==> src/design/enhanced_clock_page_replacer_assert.svh <==
// Assertion macros shared by the page replacer RTL.
// Expects clk and arst_n in the scope of each use.
`ifndef ENHANCED_CLOCK_PAGE_REPLACER_ASSERT_SVH
`define ENHANCED_CLOCK_PAGE_REPLACER_ASSERT_SVH

// same-cycle implication
`define ECPR_ASSERT_NOW(lbl, ante, cons) \
	lbl: assert property (@(posedge clk) disable iff (!arst_n) (ante) |-> (cons)) \
		else $error("ecpr check failed");

// next-cycle implication
`define ECPR_ASSERT_NEXT(lbl, ante, cons) \
	lbl: assert property (@(posedge clk) disable iff (!arst_n) (ante) |=> (cons)) \
		else $error("ecpr check failed");

`endif

==> src/design/ecpr_pkg.sv <==
// Shared constants and types for the enhanced clock page replacer.
// No dependencies.
package ecpr_pkg;

	localparam int FRAMES_DEFAULT     = 8;
	localparam int PAGE_BITS_DEFAULT  = 8;
	localparam int COUNT_BITS_DEFAULT = 16;

	localparam int CFG_DATA_BITS  = 4;
	localparam int CFG_INDEX_BITS = 1;

	localparam logic [CFG_INDEX_BITS-1:0] CFG_FRAMES_IN_USE = 1'd0;
	localparam logic [CFG_INDEX_BITS-1:0] CFG_PRELOAD_COUNT = 1'd1;

	localparam logic [CFG_DATA_BITS-1:0] FRAMES_IN_USE_RESET = 4'd8;
	localparam logic [CFG_DATA_BITS-1:0] PRELOAD_COUNT_RESET = 4'd0;

	localparam int OUTCOME_BITS = 2;
	localparam logic [OUTCOME_BITS-1:0] OUTCOME_PRELOAD = 2'd0;
	localparam logic [OUTCOME_BITS-1:0] OUTCOME_HIT     = 2'd1;
	localparam logic [OUTCOME_BITS-1:0] OUTCOME_FAULT   = 2'd2;

	localparam logic [1:0] PASS_LAST = 2'd3;

	typedef struct packed {
		logic latch;
		logic eval;
		logic sweep_step;
		logic commit;
	} cmd_t;

	typedef struct packed {
		logic need_sweep;
		logic sweep_done;
		logic slot_free;
	} status_t;

endpackage

==> src/design/ecpr_access_if.sv <==
// Access request channel: page number and write flag.
// Depends on nothing but its parameter.
interface ecpr_access_if #(
	parameter int PAGE_BITS = 8
);
	logic                 valid;
	logic                 ready;
	logic [PAGE_BITS-1:0] page_id;
	logic                 is_write;

	modport source (output valid, output page_id, output is_write, input ready);
	modport sink   (input valid, input page_id, input is_write, output ready);
endinterface

==> src/design/ecpr_result_if.sv <==
// Result channel: outcome, frame, eviction and running counts.
// Depends on ecpr_pkg.
interface ecpr_result_if #(
	parameter int FRAME_BITS = 3,
	parameter int PAGE_BITS  = 8,
	parameter int COUNT_BITS = 16
);
	logic                              valid;
	logic                              ready;
	logic [ecpr_pkg::OUTCOME_BITS-1:0] outcome;
	logic [FRAME_BITS-1:0]             frame;
	logic                              evicted_valid;
	logic [PAGE_BITS-1:0]              evicted_page;
	logic [COUNT_BITS-1:0]             fault_count;
	logic [COUNT_BITS-1:0]             access_count;

	modport source (output valid, output outcome, output frame, output evicted_valid,
		output evicted_page, output fault_count, output access_count, input ready);
	modport sink   (input valid, input outcome, input frame, input evicted_valid,
		input evicted_page, input fault_count, input access_count, output ready);
endinterface

==> src/design/ecpr_ctrl.sv <==
// Sequencer for the page replacer: accept, evaluate, sweep, commit.
// Depends on ecpr_pkg.
module ecpr_ctrl (
	input  logic              clk,
	input  logic              arst_n,
	input  logic              in_valid,
	output logic              in_ready,
	input  ecpr_pkg::status_t status,
	output ecpr_pkg::cmd_t    cmd
);

	typedef enum logic [3:0] {
		ST_IDLE  = 4'b0001,
		ST_EVAL  = 4'b0010,
		ST_SWEEP = 4'b0100,
		ST_WRITE = 4'b1000
	} state_t;

	state_t state_q, state_d;

	always_comb begin
		state_d  = state_q;
		cmd      = '0;
		in_ready = 1'b0;
		case (state_q)
			ST_IDLE: begin
				in_ready  = 1'b1;
				cmd.latch = in_valid;
				if (in_valid) begin
					state_d = ST_EVAL;
				end
			end
			ST_EVAL: begin
				cmd.eval = 1'b1;
				state_d  = status.need_sweep ? ST_SWEEP : ST_WRITE;
			end
			ST_SWEEP: begin
				cmd.sweep_step = 1'b1;
				if (status.sweep_done) begin
					state_d = ST_WRITE;
				end
			end
			ST_WRITE: begin
				cmd.commit = status.slot_free;
				if (status.slot_free) begin
					state_d = ST_IDLE;
				end
			end
			default: begin
				state_d = ST_IDLE;
			end
		endcase
	end

	always_ff @(posedge clk or negedge arst_n) begin
		if (!arst_n) begin
			state_q <= ST_IDLE;
		end else begin
			state_q <= state_d;
		end
	end

endmodule

==> src/design/ecpr_datapath.sv <==
// Frame table, reference bits, clock hand, sweep engine and result register.
// Depends on ecpr_pkg and enhanced_clock_page_replacer_assert.svh.
`include "enhanced_clock_page_replacer_assert.svh"

module ecpr_datapath #(
	parameter int FRAMES     = ecpr_pkg::FRAMES_DEFAULT,
	parameter int PAGE_BITS  = ecpr_pkg::PAGE_BITS_DEFAULT,
	parameter int COUNT_BITS = ecpr_pkg::COUNT_BITS_DEFAULT,
	localparam int HW = $clog2(FRAMES)
) (
	input  logic                                clk,
	input  logic                                arst_n,
	input  logic                                cfg_we,
	input  logic [ecpr_pkg::CFG_INDEX_BITS-1:0] cfg_index,
	input  logic [ecpr_pkg::CFG_DATA_BITS-1:0]  cfg_data,
	input  logic [PAGE_BITS-1:0]                in_page,
	input  logic                                in_write,
	input  ecpr_pkg::cmd_t                      cmd,
	output ecpr_pkg::status_t                   status,
	output logic                                out_valid,
	input  logic                                out_ready,
	output logic [ecpr_pkg::OUTCOME_BITS-1:0]   out_outcome,
	output logic [HW-1:0]                       out_frame,
	output logic                                out_evicted_valid,
	output logic [PAGE_BITS-1:0]                out_evicted_page,
	output logic [COUNT_BITS-1:0]               out_fault_count,
	output logic [COUNT_BITS-1:0]               out_access_count
);

	localparam int NW = $clog2(FRAMES + 1);
	localparam int LW = (NW > ecpr_pkg::CFG_DATA_BITS) ? NW : ecpr_pkg::CFG_DATA_BITS;

	logic [ecpr_pkg::CFG_DATA_BITS-1:0] frames_in_use_q, preload_count_q;
	logic [PAGE_BITS-1:0]               page_q;
	logic                               write_q;
	logic [PAGE_BITS-1:0]               frame_page_q [FRAMES];
	logic [FRAMES-1:0]                  valid_q, acc_q, mod_q;
	logic [NW-1:0]                      filled_q;
	logic [HW-1:0]                      hand_q;
	logic [COUNT_BITS-1:0]              fault_total_q, access_total_q;

	logic [HW-1:0]                      tgt_q;
	logic                               load_q, fault_q, fill_q;
	logic [ecpr_pkg::OUTCOME_BITS-1:0]  outcome_q;
	logic [HW-1:0]                      swp_hand_q, step_q;
	logic [1:0]                         pass_q;

	logic                               rsp_valid_q, rsp_ev_valid_q;
	logic [ecpr_pkg::OUTCOME_BITS-1:0]  rsp_outcome_q;
	logic [HW-1:0]                      rsp_frame_q;
	logic [PAGE_BITS-1:0]               rsp_ev_page_q;

	logic [LW-1:0]     fiu_ext, pre_ext, n_ext, cap_ext;
	logic [NW-1:0]     n;
	logic              preload, free, hit;
	logic [FRAMES-1:0] match;
	logic [HW-1:0]     hit_idx, start_hand, nxt_hand;
	logic              cur_a, cur_m, victim, pass_end, sweep_last;
	logic              ev_valid;

	// live frame count and preload cap
	always_comb begin
		fiu_ext = LW'(frames_in_use_q);
		pre_ext = LW'(preload_count_q);
		if (fiu_ext == '0) begin
			n_ext = LW'(1);
		end else if (fiu_ext > LW'(FRAMES)) begin
			n_ext = LW'(FRAMES);
		end else begin
			n_ext = fiu_ext;
		end
		cap_ext = (pre_ext < n_ext) ? pre_ext : n_ext;
	end

	assign n       = NW'(n_ext);
	assign preload = access_total_q < COUNT_BITS'(cap_ext);
	assign free    = filled_q < n;

	always_comb begin
		for (int i = 0; i < FRAMES; i++) begin
			match[i] = valid_q[i] && (frame_page_q[i] == page_q) && (NW'(i) < n);
		end
	end

	always_comb begin
		hit_idx = '0;
		for (int i = FRAMES - 1; i >= 0; i--) begin
			if (match[i]) begin
				hit_idx = HW'(i);
			end
		end
	end

	assign hit        = |match;
	assign start_hand = (NW'(hand_q) < n) ? hand_q : '0;

	assign cur_a      = acc_q[swp_hand_q];
	assign cur_m      = mod_q[swp_hand_q];
	assign victim     = !cur_a && (pass_q[0] ? cur_m : !cur_m);
	assign nxt_hand   = ((NW'(swp_hand_q) + NW'(1)) == n) ? '0 : swp_hand_q + HW'(1);
	assign pass_end   = NW'(step_q) == (n - NW'(1));
	assign sweep_last = (pass_q == ecpr_pkg::PASS_LAST) && pass_end;

	assign ev_valid   = load_q && valid_q[tgt_q];

	assign status.need_sweep = !hit && !free;
	assign status.sweep_done = victim || sweep_last;
	assign status.slot_free  = !rsp_valid_q || out_ready;

	always_ff @(posedge clk or negedge arst_n) begin
		if (!arst_n) begin
			frames_in_use_q <= ecpr_pkg::FRAMES_IN_USE_RESET;
			preload_count_q <= ecpr_pkg::PRELOAD_COUNT_RESET;
		end else if (cfg_we) begin
			case (cfg_index)
				ecpr_pkg::CFG_FRAMES_IN_USE: frames_in_use_q <= cfg_data;
				ecpr_pkg::CFG_PRELOAD_COUNT: preload_count_q <= cfg_data;
				default: begin
				end
			endcase
		end
	end

	always_ff @(posedge clk) begin
		if (cmd.latch) begin
			page_q  <= in_page;
			write_q <= in_write;
		end
		if (cmd.commit && load_q) begin
			frame_page_q[tgt_q] <= page_q;
		end
	end

	// decision and sweep registers
	always_ff @(posedge clk) begin
		if (cmd.eval) begin
			swp_hand_q <= start_hand;
			pass_q     <= '0;
			step_q     <= '0;
			if (preload && hit) begin
				tgt_q <= hit_idx; load_q <= 1'b0; fill_q <= 1'b0; fault_q <= 1'b0;
				outcome_q <= ecpr_pkg::OUTCOME_PRELOAD;
			end else if (preload && free) begin
				tgt_q <= HW'(filled_q); load_q <= 1'b1; fill_q <= 1'b1; fault_q <= 1'b0;
				outcome_q <= ecpr_pkg::OUTCOME_PRELOAD;
			end else if (hit) begin
				tgt_q <= hit_idx; load_q <= 1'b0; fill_q <= 1'b0; fault_q <= 1'b0;
				outcome_q <= ecpr_pkg::OUTCOME_HIT;
			end else begin
				tgt_q <= HW'(filled_q); load_q <= 1'b1; fill_q <= free; fault_q <= 1'b1;
				outcome_q <= ecpr_pkg::OUTCOME_FAULT;
			end
		end else if (cmd.sweep_step) begin
			if (victim) begin
				tgt_q <= swp_hand_q;
			end else begin
				swp_hand_q <= nxt_hand;
				if (pass_end) begin
					step_q <= '0;
					pass_q <= pass_q + 2'd1;
				end else begin
					step_q <= step_q + HW'(1);
				end
				if (sweep_last) begin
					tgt_q <= nxt_hand;
				end
			end
		end
	end

	always_ff @(posedge clk or negedge arst_n) begin
		if (!arst_n) begin
			valid_q        <= '0;
			acc_q          <= '0;
			mod_q          <= '0;
			filled_q       <= '0;
			hand_q         <= '0;
			fault_total_q  <= '0;
			access_total_q <= '0;
		end else if (cmd.sweep_step) begin
			if (!victim && pass_q[0]) begin
				acc_q[swp_hand_q] <= 1'b0;
			end
		end else if (cmd.commit) begin
			acc_q[tgt_q] <= 1'b1;
			if (load_q) begin
				valid_q[tgt_q] <= 1'b1;
				mod_q[tgt_q]   <= write_q;
			end else if (write_q) begin
				mod_q[tgt_q] <= 1'b1;
			end
			if (fill_q) begin
				filled_q <= filled_q + NW'(1);
			end
			if (fault_q) begin
				hand_q <= tgt_q;
				if (fault_total_q != '1) begin
					fault_total_q <= fault_total_q + COUNT_BITS'(1);
				end
			end
			if (access_total_q != '1) begin
				access_total_q <= access_total_q + COUNT_BITS'(1);
			end
		end
	end

	always_ff @(posedge clk or negedge arst_n) begin
		if (!arst_n) begin
			rsp_valid_q <= 1'b0;
		end else if (cmd.commit) begin
			rsp_valid_q <= 1'b1;
		end else if (out_ready) begin
			rsp_valid_q <= 1'b0;
		end
	end

	always_ff @(posedge clk) begin
		if (cmd.commit) begin
			rsp_outcome_q  <= outcome_q;
			rsp_frame_q    <= tgt_q;
			rsp_ev_valid_q <= ev_valid;
			rsp_ev_page_q  <= ev_valid ? frame_page_q[tgt_q] : '0;
		end
	end

	assign out_valid         = rsp_valid_q;
	assign out_outcome       = rsp_outcome_q;
	assign out_frame         = rsp_frame_q;
	assign out_evicted_valid = rsp_ev_valid_q;
	assign out_evicted_page  = rsp_ev_page_q;
	assign out_fault_count   = fault_total_q;
	assign out_access_count  = access_total_q;

	`ECPR_ASSERT_NOW(a_load_in_range, cmd.commit && load_q, NW'(tgt_q) < n)
	`ECPR_ASSERT_NOW(a_sweep_only_full, cmd.sweep_step, filled_q >= n)
	`ECPR_ASSERT_NOW(a_faults_le_access, 1'b1, fault_total_q <= access_total_q)
	`ECPR_ASSERT_NEXT(a_commit_shows, cmd.commit, rsp_valid_q && (rsp_frame_q == $past(tgt_q)))

endmodule

==> src/design/enhanced_clock_page_replacer.sv <==
// Channel     | dir | payload
// access      | in  | page_id, is_write
// result      | out | outcome, frame, evicted_valid, evicted_page, fault_count, access_count
// cfg_*       | in  | register index and data, write only
// A preload or hit goes from accept to result through latch, lookup and commit.
// A fault with no free frame also runs the sweep, which moves the clock hand
// one frame per step, for up to four passes over the live frames.
// One access is in flight at a time; a new one is taken while the result waits.
// Reset is asynchronous and clears all frame bits and counters at once.
module enhanced_clock_page_replacer #(
	parameter int FRAMES     = ecpr_pkg::FRAMES_DEFAULT,
	parameter int PAGE_BITS  = ecpr_pkg::PAGE_BITS_DEFAULT,
	parameter int COUNT_BITS = ecpr_pkg::COUNT_BITS_DEFAULT
) (
	input  logic                                clk,
	input  logic                                arst_n,
	input  logic                                cfg_we,
	input  logic [ecpr_pkg::CFG_INDEX_BITS-1:0] cfg_index,
	input  logic [ecpr_pkg::CFG_DATA_BITS-1:0]  cfg_data,
	ecpr_access_if.sink                         access,
	ecpr_result_if.source                       result
);

	ecpr_pkg::cmd_t    cmd;
	ecpr_pkg::status_t status;
	logic              in_ready;

	ecpr_ctrl u_ctrl (
		.clk      (clk),
		.arst_n   (arst_n),
		.in_valid (access.valid),
		.in_ready (in_ready),
		.status   (status),
		.cmd      (cmd)
	);

	assign access.ready = in_ready;

	ecpr_datapath #(
		.FRAMES     (FRAMES),
		.PAGE_BITS  (PAGE_BITS),
		.COUNT_BITS (COUNT_BITS)
	) u_datapath (
		.clk               (clk),
		.arst_n            (arst_n),
		.cfg_we            (cfg_we),
		.cfg_index         (cfg_index),
		.cfg_data          (cfg_data),
		.in_page           (access.page_id),
		.in_write          (access.is_write),
		.cmd               (cmd),
		.status            (status),
		.out_valid         (result.valid),
		.out_ready         (result.ready),
		.out_outcome       (result.outcome),
		.out_frame         (result.frame),
		.out_evicted_valid (result.evicted_valid),
		.out_evicted_page  (result.evicted_page),
		.out_fault_count   (result.fault_count),
		.out_access_count  (result.access_count)
	);

endmodule

==> src/flat_wrapper.sv <==
// flat-port wrapper written by rule: the top's interface ports become plain ports
module enhanced_clock_page_replacer_flat 
#(
	parameter int FRAMES     = ecpr_pkg::FRAMES_DEFAULT,
	parameter int PAGE_BITS  = ecpr_pkg::PAGE_BITS_DEFAULT,
	parameter int COUNT_BITS = ecpr_pkg::COUNT_BITS_DEFAULT
)
  (clk, arst_n, cfg_we, cfg_index, cfg_data, access_valid, access_page_id, access_is_write, access_ready, result_valid, result_outcome, result_frame, result_evicted_valid, result_evicted_page, result_fault_count, result_access_count, result_ready);
  ecpr_access_if #(.PAGE_BITS(PAGE_BITS)) access_i ();
  ecpr_result_if #(.FRAME_BITS(3), .PAGE_BITS(PAGE_BITS), .COUNT_BITS(COUNT_BITS)) result_i ();
  input  logic clk;
  input  logic arst_n;
  input  logic cfg_we;
  input  logic [ecpr_pkg::CFG_INDEX_BITS-1:0] cfg_index;
  input  logic [ecpr_pkg::CFG_DATA_BITS-1:0] cfg_data;
  input wire logic [$bits(access_i.valid)-1:0] access_valid;
  input wire logic [$bits(access_i.page_id)-1:0] access_page_id;
  input wire logic [$bits(access_i.is_write)-1:0] access_is_write;
  output wire logic [$bits(access_i.ready)-1:0] access_ready;
  output wire logic [$bits(result_i.valid)-1:0] result_valid;
  output wire logic [$bits(result_i.outcome)-1:0] result_outcome;
  output wire logic [$bits(result_i.frame)-1:0] result_frame;
  output wire logic [$bits(result_i.evicted_valid)-1:0] result_evicted_valid;
  output wire logic [$bits(result_i.evicted_page)-1:0] result_evicted_page;
  output wire logic [$bits(result_i.fault_count)-1:0] result_fault_count;
  output wire logic [$bits(result_i.access_count)-1:0] result_access_count;
  input wire logic [$bits(result_i.ready)-1:0] result_ready;
  assign access_i.valid = access_valid;
  assign access_i.page_id = access_page_id;
  assign access_i.is_write = access_is_write;
  assign access_ready = access_i.ready;
  assign result_valid = result_i.valid;
  assign result_outcome = result_i.outcome;
  assign result_frame = result_i.frame;
  assign result_evicted_valid = result_i.evicted_valid;
  assign result_evicted_page = result_i.evicted_page;
  assign result_fault_count = result_i.fault_count;
  assign result_access_count = result_i.access_count;
  assign result_i.ready = result_ready;
  enhanced_clock_page_replacer #(.FRAMES(FRAMES), .PAGE_BITS(PAGE_BITS), .COUNT_BITS(COUNT_BITS)) u_core (.clk(clk), .arst_n(arst_n), .cfg_we(cfg_we), .cfg_index(cfg_index), .cfg_data(cfg_data), .access(access_i), .result(result_i));
endmodule
==> config.mk <==
export PLATFORM = sky130hd
export DESIGN_NAME = enhanced_clock_page_replacer_flat
export DESIGN_NICKNAME = d
export VERILOG_FILES = /design/src/design/ecpr_pkg.sv /design/src/design/ecpr_access_if.sv /design/src/design/ecpr_result_if.sv /design/src/design/ecpr_ctrl.sv /design/src/design/ecpr_datapath.sv /design/src/design/enhanced_clock_page_replacer.sv /design/src/flat_wrapper.sv
export VERILOG_INCLUDE_DIRS = /design/src /design/src/design
export SDC_FILE = /design/constraint.sdc
export NUM_CORES = 1
export LEC_CHECK = 0
export ABC_CLOCK_PERIOD_IN_PS = 3600
export BUFFER_PORTS_ARGS = -buffer_cell sky130_fd_sc_hd__buf_2
export CAP_MARGIN = 20
export CORE_MARGIN = 3
export CORE_UTILIZATION = 54
export CTS_BUF_LIST = sky130_fd_sc_hd__clkbuf_4 sky130_fd_sc_hd__clkbuf_8
export DETAILED_ROUTE_END_ITERATION = 12
export PLACE_DENSITY = 0.73
export SETUP_SLACK_MARGIN = 0.05
export SYNTH_ARGS = -nofsm -noshare
export SYNTH_HDL_FRONTEND = slang
export SYNTH_SLANG_ARGS = --single-unit
export TNS_END_PERCENT = 30
==> constraint.sdc <==
create_clock -name clk -period 3.6 [get_ports clk]
set_input_delay 0.18 -clock clk [delete_from_list [all_inputs] [get_ports clk]]
set_output_delay 0.18 -clock clk [all_outputs]
set_load 0.01 [all_outputs]
==> results.cfg, run 1 <==
[clock_network]
cts_resized = 0
post_cts_buffers = 0
clock_path_buffers = 2
clock_latency_ns = 0.47
path_clk_slew_ns = 0.09
clkSinkCount = 178
cts-root-buf = clkbuf_8
cts_tree = built
h-tree-depth = 4
cts_hold_buf = 15
numCtsBuffers = 17

[placed_design]
gp_congestion = 0.9557
dp_slack_ns = 0.5853
placed_cells = 993
hpwl_um = 14860
port_buffers = 66

[die]
num_io_pins = 67
start_util_pct = 56.43
die_w_um = 133.4
placementRows = 45
die_area_sq_um = 17800
die_y_um = 133.4
coreArea_sq_um = 15540

[route]
drt_iter0_markers = 561
wl_per_cell_um = 19.99
drc = 0
drt_first_pass_iters = 5
vias_per_cell = 5.984
ant_nets = 0
drt_wl_total_um = 20790
via_count = 6223

[worst_setup_path]
crit_start = u_core.u_datapath.fiu_ext[2]
r2r-end = u_core.u_datapath.tgt_q[0]
reg2reg_from = u_core.u_datapath.fiu_ext[2]
crit_path_end = u_core.u_datapath.tgt_q[0]
arrival_ns = 3.37
crit_type = reg -> reg
rr_worst_depth = 9
cp-end-kind = flip-flop
r2r_slack_ns = 0.44
cp_max_fo = 9
required_ns = 3.81
cp-start-kind = flip-flop

[run]
drv_cap = 0

[global_route]
antenna_found_initial = 0
track_usage_pct = 23.96
grt_pass1_wl_um = 33380
globalRouteOverflowTotal = 0
grt_max_degree = 77
grt_pass1_vias = 6180

[synth]
synth_enable_flop_cells = 97
synth_cell_types = 69
syn_nets = 778
synth_area_per_cell_sq_um = 11.90
synth_warnings = 0
synthCells = 737
ys_ff_latch = 178
ys_seq_area_share_pct = 56.08
async_reset_ff_share_pct = 42.70
synth-main-ff-cell = edfxtp_1
syn_area_sq_um = 8768

[worst_hold_path]
min_path_type = in -> reg
hp-start = cfg_index

[finish]
fill_cells = 1235
final_cells = 1040
diodes = 0
drive_gt1_share_pct = 17.73
nNetsFinal = 857
areaGrowthSynthToFinish_pct = 11.83
utilization_pct = 63.10

[power]
p_switching_uw = 1820
p_int_uw = 3487
ir_drop_uv = 431.5
power.density_nw_per_um2 = 541.2
p_seq_share_pct = 52.9
clockPowerShare_pct = 24.8
combPwrFrac_pct = 22.3
swShare_pct = 34.29
p_leak_uw = 0.003821

[sta]
min_period_ns = 3.163
fin_setup_tns_ns = 0
timing.fmax_mhz = 316.2
relSlewSlack_pct = 35.15
finalHoldViolations = 0
worst_pin_slew_ns = 0.9728
final.period_utilization_pct = 87.85
finalSetupViolCount = 0
rsz0062_at_grt = false
worst_slack_ns = 0.4373
fin_skew_ns = 0.01548
slew_viol_final = 0

[outcome]
status = complete, no violations
-- Yosys cell counts, types with 9 or more instances --
library cell | n | area [sq um]
a22oi_1 | 22 | 165.2
nand3_1 | 31 | 155.2
clkbuf_1 | 15 | 56.30
and3_1 | 9 | 56.30
nor3_1 | 15 | 75.07
or2_2 | 11 | 68.82
xnor2_1 | 53 | 464.2
ha_1 | 22 | 275.3
inv_1 | 20 | 75.07
dfrtp_1 | 74 | 1852
a31oi_1 | 13 | 81.33
o21ai_0 | 25 | 125.1
nand2_1 | 56 | 210.2
a21oi_1 | 16 | 80.08
mux2_2 | 13 | 146.4
nor4_1 | 12 | 75.07
nor2_1 | 37 | 138.9
edfxtp_1 | 97 | 2913
nand4_1 | 19 | 118.9
xor2_1 | 49 | 429.2
-- layer usage --
layer	global-route usage (%)	part of all wire [%]	vias to the layer above
met5	0	0	-
met3	6.382	8.3	33
li1	-	-	2884
met4	7.886	1.8	0
met2	36.63	46	262
met1	33.64	44	3044
-- sequential cells by signal, summed over array words and instances (netlist names), 2 cells and up --
signal / cells
u_core.u_datapath.hand_q: 3
u_core.u_datapath.out_access_count: 16
u_core.u_datapath.out_evicted_page: 8
u_core.u_datapath.step_q: 3
u_core.u_datapath.acc_q: 8
u_core.u_datapath.pre_ext: 4
u_core.u_ctrl.state_q: 4
u_core.u_datapath.out_outcome: 2
u_core.u_datapath.mod_q: 8
u_core.u_datapath.swp_hand_q: 3
u_core.u_datapath.pass_q: 2
u_core.u_datapath.frame_page_q: 64
u_core.u_datapath.out_frame: 3
u_core.u_datapath.fiu_ext: 4
u_core.u_datapath.out_fault_count: 16
u_core.u_datapath.valid_q: 8
u_core.u_datapath.filled_q: 4
u_core.u_datapath.page_q: 8
u_core.u_datapath.tgt_q: 3
-- critical path, stage by stage, from the launching register on --
cell and delay [ns]:
dfrtp_1 0.50, o21ba_2 0.28, nor2_1 0.32, inv_1 0.11
ha_1 0.24, a2111oi_0 0.56, nand4_1 0.32, and4_1 0.32
a21oi_1 0.16, a211oi_1 0.10
-- cells by family after synthesis --
family | after synthesis | share of synthesized area, %
adder cells (fa/ha/maj) | 22 | 3.139
buffers and inverters | 50 | 2.597
AND/OR/NAND/NOR | 232 | 13.70
XOR/XNOR | 103 | 10.37
flip-flops | 178 | 56.08
multiplexers | 22 | 3.539
AO/OA/AOI/OAI | 130 | 10.57
-- power by group through the flow --
stage                     Sequential [uW]  Combinational, uW  Clock, uW
after CTS                            2800               1190       1340
after detailed placement             2840               1170          0
after global placement               2830               1150          0
after floorplan                      2680                911          0
after global routing                 2850               1320       1420
final                                2810               1180       1310
-- through the flow --
stage                     total power (uW)  cell area (sq um)  hold slack (ns)
after floorplan                       3590               8768          -0.1156
after global placement                3983               9280           0.3566
after detailed placement              4005               9280           0.3581
after CTS                             5321               9806          0.04109
after global routing                  5588               9806          0.06183
final                                 5307               9806          0.05787
-- worst min-delay path by stage --
stage / end / depth (start not counted)
4_1_cts: u_core.u_datapath.out_valid / 3
3_3_place_gp: u_core.u_datapath.page_q[5] / 1
6_report: u_core.u_datapath.fiu_ext[3] / 4
2_1_floorplan: u_core.u_ctrl.state_q[1] / 0
5_1_grt: u_core.u_datapath.out_valid / 3
3_5_place_dp: u_core.u_datapath.page_q[4] / 1
-- cells in the final DEF (no fill, tap or decap), drive strengths merged, types with 4 or more instances in the layout --
master and instances:
edfxtp 97, buf 75, dfrtp 74, nand2 56
xnor2 54, xor2 49, nor2 38, nand3 31
inv 29, o21ai 27, a22oi 22, ha 22
nand4 19, clkbuf 17, a21oi 16, nor3 15
dlygate4sd3 15, a31oi 13, mux2 13, nor4 13
or2 11, and3 9, nor2b 8, and2 8
a22o 8, a221oi 8, nand2b 7, o41ai 5
dfxtp 5, mux2i 5, a211oi 4, and4 4
mux4 4
-- area by class of cell --
cell class | count | area (sq um) | share of cell area [%]
clock inverter | 15 | 141.4 | 1.442
inverter | 20 | 75.07 | 0.7656
sequential | 178 | 4917 | 50.15
clock buffer | 17 | 234.0 | 2.386
timing repair buffer | 90 | 550.5 | 5.614
multi-input combinational | 509 | 3623 | 36.95
tap | 211 | 264.0 | 2.692
Note: power is estimated with default switching activity, not from simulation.
==> run 2: changes to the inputs <==
- REMOVE_ABC_BUFFERS: default -> 1
==> run 2 against run 1 <==
Net effect:
- global-route usage hardly changed
- combinational power hardly changed
- non-clock buffer count stayed put
- core utilization is 0.62 points higher
- critical endpoint is now u_core.u_datapath.fault_q
==> results.cfg, run 2 (synthesis gave the netlist of run 1 again) <==
[outcome]
status = complete, no violations

[die]
coreArea_sq_um = 15540
die_w_um = 133.4
die_area_sq_um = 17800
die_y_um = 133.4
placementRows = 45
start_util_pct = 56.43
num_io_pins = 67

[sta]
worst_pin_slew_ns = 0.9068
relSlewSlack_pct = 39.26
final.period_utilization_pct = 88.08
min_period_ns = 3.171
slew_viol_final = 0
finalHoldViolations = 0
timing.fmax_mhz = 315.4
fin_skew_ns = 0.01695
finalSetupViolCount = 0
worst_slack_ns = 0.4290
fin_setup_tns_ns = 0
rsz0062_at_grt = false

[worst_hold_path]
hold_path_end = u_core.u_datapath.fiu_ext[3]
min_path_type = in -> reg
hp-start = cfg_index
holdPathStages = 4

[clock_network]
cts_tree = built
cts-root-buf = clkbuf_8
clock_path_buffers = 2
cts_resized = 0
clkSinkCount = 178
numCtsBuffers = 17
clock_latency_ns = 0.47
post_cts_buffers = 0
path_clk_slew_ns = 0.09
h-tree-depth = 4

[route]
drc = 0
drt_first_pass_iters = 5
vias_per_cell = 6.032
ant_nets = 0
met3RoutedLength_um = 1627
wl_per_cell_um = 20.07
wl_met1_um = 9128
drt_wl_total_um = 20870
wl_met2_um = 9796
routed.top_layer = met4
via_count = 6273
drt_iter0_markers = 711

[worst_setup_path]
required_ns = 3.82
crit_type = reg -> reg
cp-end-kind = flip-flop
rr_worst_depth = 13
r2r-end = u_core.u_datapath.fault_q
reg2reg_from = u_core.u_datapath.fiu_ext[3]
r2r_slack_ns = 0.43
cp-start-kind = flip-flop
arrival_ns = 3.39
cp_max_fo = 13

[finish]
diodes = 0
nNetsFinal = 857
stdcell_area_sq_um = 9902
drive_gt1_share_pct = 17.73
regMostFlops = u_core.u_datapath.frame_page_q
final_cells = 1040
areaGrowthSynthToFinish_pct = 12.93
final_cell_mix = 97 x edfxtp_1, 74 x dfrtp_1, 65 x buf_2, 56 x nand2_1, 53 x xnor2_1
largest_reg_flops = 64
final_common_cell = edfxtp_1

[power]
ir_drop_uv = 279.4
p_leak_uw = 0.003881
power.density_nw_per_um2 = 560.1
power_uw = 5547

[global_route]
antenna_found_initial = 0
grt_max_degree = 77
track_usage_pct = 23.96
grt_pass1_wl_um = 33310
globalRouteOverflowTotal = 0
grt_pass1_vias = 6174

[placed_design]
hpwl_um = 14810
gp_congestion = 0.8930
place_area_sq_um = 9273
dp_slack_ns = 0.4897
port_buffers = 66
placed_cells = 992

[run]
drv_cap = 0
-- run 2: cell types whose count changed in the layout (fill, tap and decap cells not counted), sizes merged --
cell,previous run,this run
bufinv,0,4
clkbuf,17,21
clkinvlp,3,0
clkinv,3,0
inv,29,27
-- run 2: layout make-up --
cell class	instances	area (sq um)
Sequential cell	178	4917
Tap cell	211	264.0
Multi-Input combinational cell	509	3623
Clock buffer	21	282.8
Clock inverter	11	168.9
Fill cell	1212	5638
Timing Repair Buffer	90	570.5
Inverter	20	75.07
-- run 2: where the power goes --
group	switching, uW	internal, uW	total, uW
sequential	359	2450	2810
clock	714	826	1540
combinational	666	527	1190
-- run 2: through the flow --
stage / hold WS [ns] / util [%]
floorplan: -0.1156 / -
global placement: 0.3591 / 59.67
global route: 0.06866 / 63.72
CTS: 0.04535 / 63.54
finish: 0.06948 / 63.72
detailed placement: 0.3581 / 59.67
-- run 2: how the worst max path moves through the flow --
stage	from	end	slack [ns]	depth (start not counted)
after global routing	u_core.u_datapath.fiu_ext[3]	u_core.u_datapath.fault_q	0.22	13
after global placement	u_core.u_datapath.fiu_ext[2]	u_core.u_datapath.tgt_q[0]	0.62	10
after CTS	u_core.u_datapath.fiu_ext[3]	u_core.u_datapath.fault_q	0.47	13
after detailed placement	u_core.u_datapath.fiu_ext[3]	u_core.u_datapath.fault_q	0.49	13
after floorplan	u_core.u_ctrl.state_q[1]	u_core.u_datapath.frame_page_q[6][0]	0.77	5
final	u_core.u_datapath.fiu_ext[3]	u_core.u_datapath.fault_q	0.43	13
-- run 2: critical path: stages, from the launching register on --
cell,delay (ns)
dfstp_2,0.68
inv_1,0.18
nand2_1,0.19
ha_1,0.26
o21a_1,0.20
nor2_1,0.11
a21oi_1,0.09
mux2i_1,0.14
ha_1,0.18
a211oi_1,0.25
nand4_1,0.13
a31oi_1,0.16
o21ai_0,0.15
o21a_1,0.20
-- run 2: layer usage --
metal / GRT usage [%] / vias up
li1: - / 2875
met1: 34.65 / 3071
met2: 36.82 / 297
met3: 5.589 / 30
met4: 6.343 / 0
met5: 0 / -
-- run 2: repair_timing --
action	in CTS	in global routing
hold buffers	15	0
endpoints found under the setup margin	0	0
hold endpoints to repair	92	0
==> run 3: changes to the inputs <==
==> constraint.sdc (replaced) <==
create_clock -name clk -period 3.6 [get_ports clk]
set_input_delay 0.72 -clock clk [delete_from_list [all_inputs] [get_ports clk]]
set_output_delay 0.72 -clock clk [all_outputs]
set_load 0.01 [all_outputs]
==> run 3 against run 2 <==
Net effect:
- non-clock buffer count decreased by 15
- worst hold slack improved by 0.082 ns
- via count decreased by 0.26%
- clock skew decreased by 0.0038 ns
- die area unchanged
- first-iteration DRC count decreased by 7.5%
- clock power about the same
- critical endpoint unchanged
- largest power group unchanged
==> results.cfg, run 3 (synthesis gave the netlist of run 1 again) <==
[route]
drt_wl_total_um = 20760
vias_per_cell = 6.104
drc = 0
drt_first_pass_iters = 5
wl_per_cell_um = 20.25
ant_nets = 0
drt_iter0_markers = 658
via_count = 6257

[clock_network]
clock_latency_ns = 0.47
path_clk_slew_ns = 0.09
cts_hold_buf = 0
clock_path_buffers = 2
post_cts_buffers = 0
cts_tree = built
numCtsBuffers = 17
h-tree-depth = 4
cts-root-buf = clkbuf_8
cts_resized = 0
clkSinkCount = 178

[worst_hold_path]
min_path_type = in -> async

[global_route]
grt_max_degree = 77
grt_pass1_vias = 6095
grt_pass1_wl_um = 33070
track_usage_pct = 23.79
antenna_found_initial = 0
globalRouteOverflowTotal = 0

[worst_setup_path]
crit_type = reg -> reg
required_ns = 3.82
cp-end-kind = flip-flop
cp-start-kind = flip-flop
cp_max_fo = 13
crit_path_cell_trace = inv_1 -> nand2_1 -> ha_1 -> o21a_1 -> nor2_1 -> a21oi_1 -> mux2i_1 -> ha_1 -> a211oi_1 -> nand4_1 -> a31oi_1 -> o21ai_0 -> o21a_1
max_stage_delay_ns = 0.68
slowest_stage = dfstp_2
arrival_ns = 3.39

[die]
num_io_pins = 67
start_util_pct = 56.43
die_area_sq_um = 17800
die_w_um = 133.4
coreArea_sq_um = 15540
die_y_um = 133.4
placementRows = 45

[placed_design]
port_buffers = 66
gp_congestion = 0.8930
place_area_sq_um = 9273
placed_cells = 992
hpwl_um = 14810

[finish]
final_common_cell = edfxtp_1
diodes = 0
fill_cells = 1235
utilization_pct = 62.75
regMostFlops = u_core.u_datapath.frame_page_q
stdcell_area_sq_um = 9752
areaGrowthSynthToFinish_pct = 11.22
nNetsFinal = 842
largest_reg_flops = 64
final_cell_mix = 97 x edfxtp_1, 74 x dfrtp_1, 65 x buf_2, 56 x nand2_1, 53 x xnor2_1
drive_gt1_share_pct = 18.06
final_cells = 1025

[sta]
min_period_ns = 3.168
relSlewSlack_pct = 38.83
finalHoldViolations = 0
finalSetupViolCount = 0
fin_skew_ns = 0.01317
rsz0062_at_grt = false
worst_pin_slew_ns = 0.9132
final.period_utilization_pct = 88.00
slew_viol_final = 0
fin_setup_tns_ns = 0
timing.fmax_mhz = 315.7

[power]
p_leak_uw = 0.003818
power.density_nw_per_um2 = 567.9
power_uw = 5538
ir_drop_uv = 280.0

[outcome]
status = complete, no violations

[run]
drv_cap = 0
run 3: changes by cell type in the layout (fill, tap and decap cells not counted):
cell,delta
dlygate4sd3_1,-15
run 3: power by group:
part           switching [uW]  total (uW)  internal, uW
registers                 362        2820          2450
clock network             715        1540           826
logic                     665        1180           516
run 3: stage by stage:
stage | setup slack (ns) | hold slack (ns)
2_1_floorplan | 0.7384 | 0.4003
3_3_place_gp | 0.6233 | 0.4241
3_5_place_dp | 0.4897 | 0.4362
4_1_cts | 0.4651 | 0.4031
5_1_grt | 0.2158 | 0.1441
6_report | 0.4321 | 0.1511
run 3: area by class of cell:
class	count	area (sq um)	share of cell area [%]
clock buffers	21	282.8	2.900
clock inverters	11	168.9	1.732
inverters	20	75.07	0.7698
multi-input cells	509	3623	37.16
flip-flops and latches	178	4917	50.42
well taps	211	264.0	2.707
repair buffers	75	420.4	4.311
run 3: worst max-delay path, delay by kind of cell, from the launching register on:
kind / cells / cell delay (ns)
AOI/OAI and AO/OA: 6 / 1.05
buffers and inverters: 1 / 0.18
muxes: 1 / 0.14
adders and majority gates: 2 / 0.44
DFF: 1 / 0.68
and+or+nand+nor: 3 / 0.42
run 3: worst paths after layout:
check | startpoint | to | slack [ns] | depth (start not counted)
max reg2reg | u_core.u_datapath.fiu_ext[3] | u_core.u_datapath.fault_q | 0.43 | 13
min in group clk | access_page_id[0] | u_core.u_datapath.page_q[0] | 0.43 | 1
max | u_core.u_datapath.fiu_ext[3] | u_core.u_datapath.fault_q | 0.43 | 13
min reg2reg | u_core.u_datapath.outcome_q[0] | u_core.u_datapath.out_outcome[0] | 0.44 | 0
max in group asynchronous | arst_n | u_core.u_ctrl.state_q[0] | 2.82 | 2
min | arst_n | u_core.u_datapath.filled_q[2] | 0.15 | 1
run 3: metal layers:
layer,GRT usage [%],share of wire [%],vias up
met1,34.52,43,3089
li1,-,-,2842
met2,36.31,47,296
met3,5.853,7.8,30
met4,6.114,1.4,0
met5,0,0,-
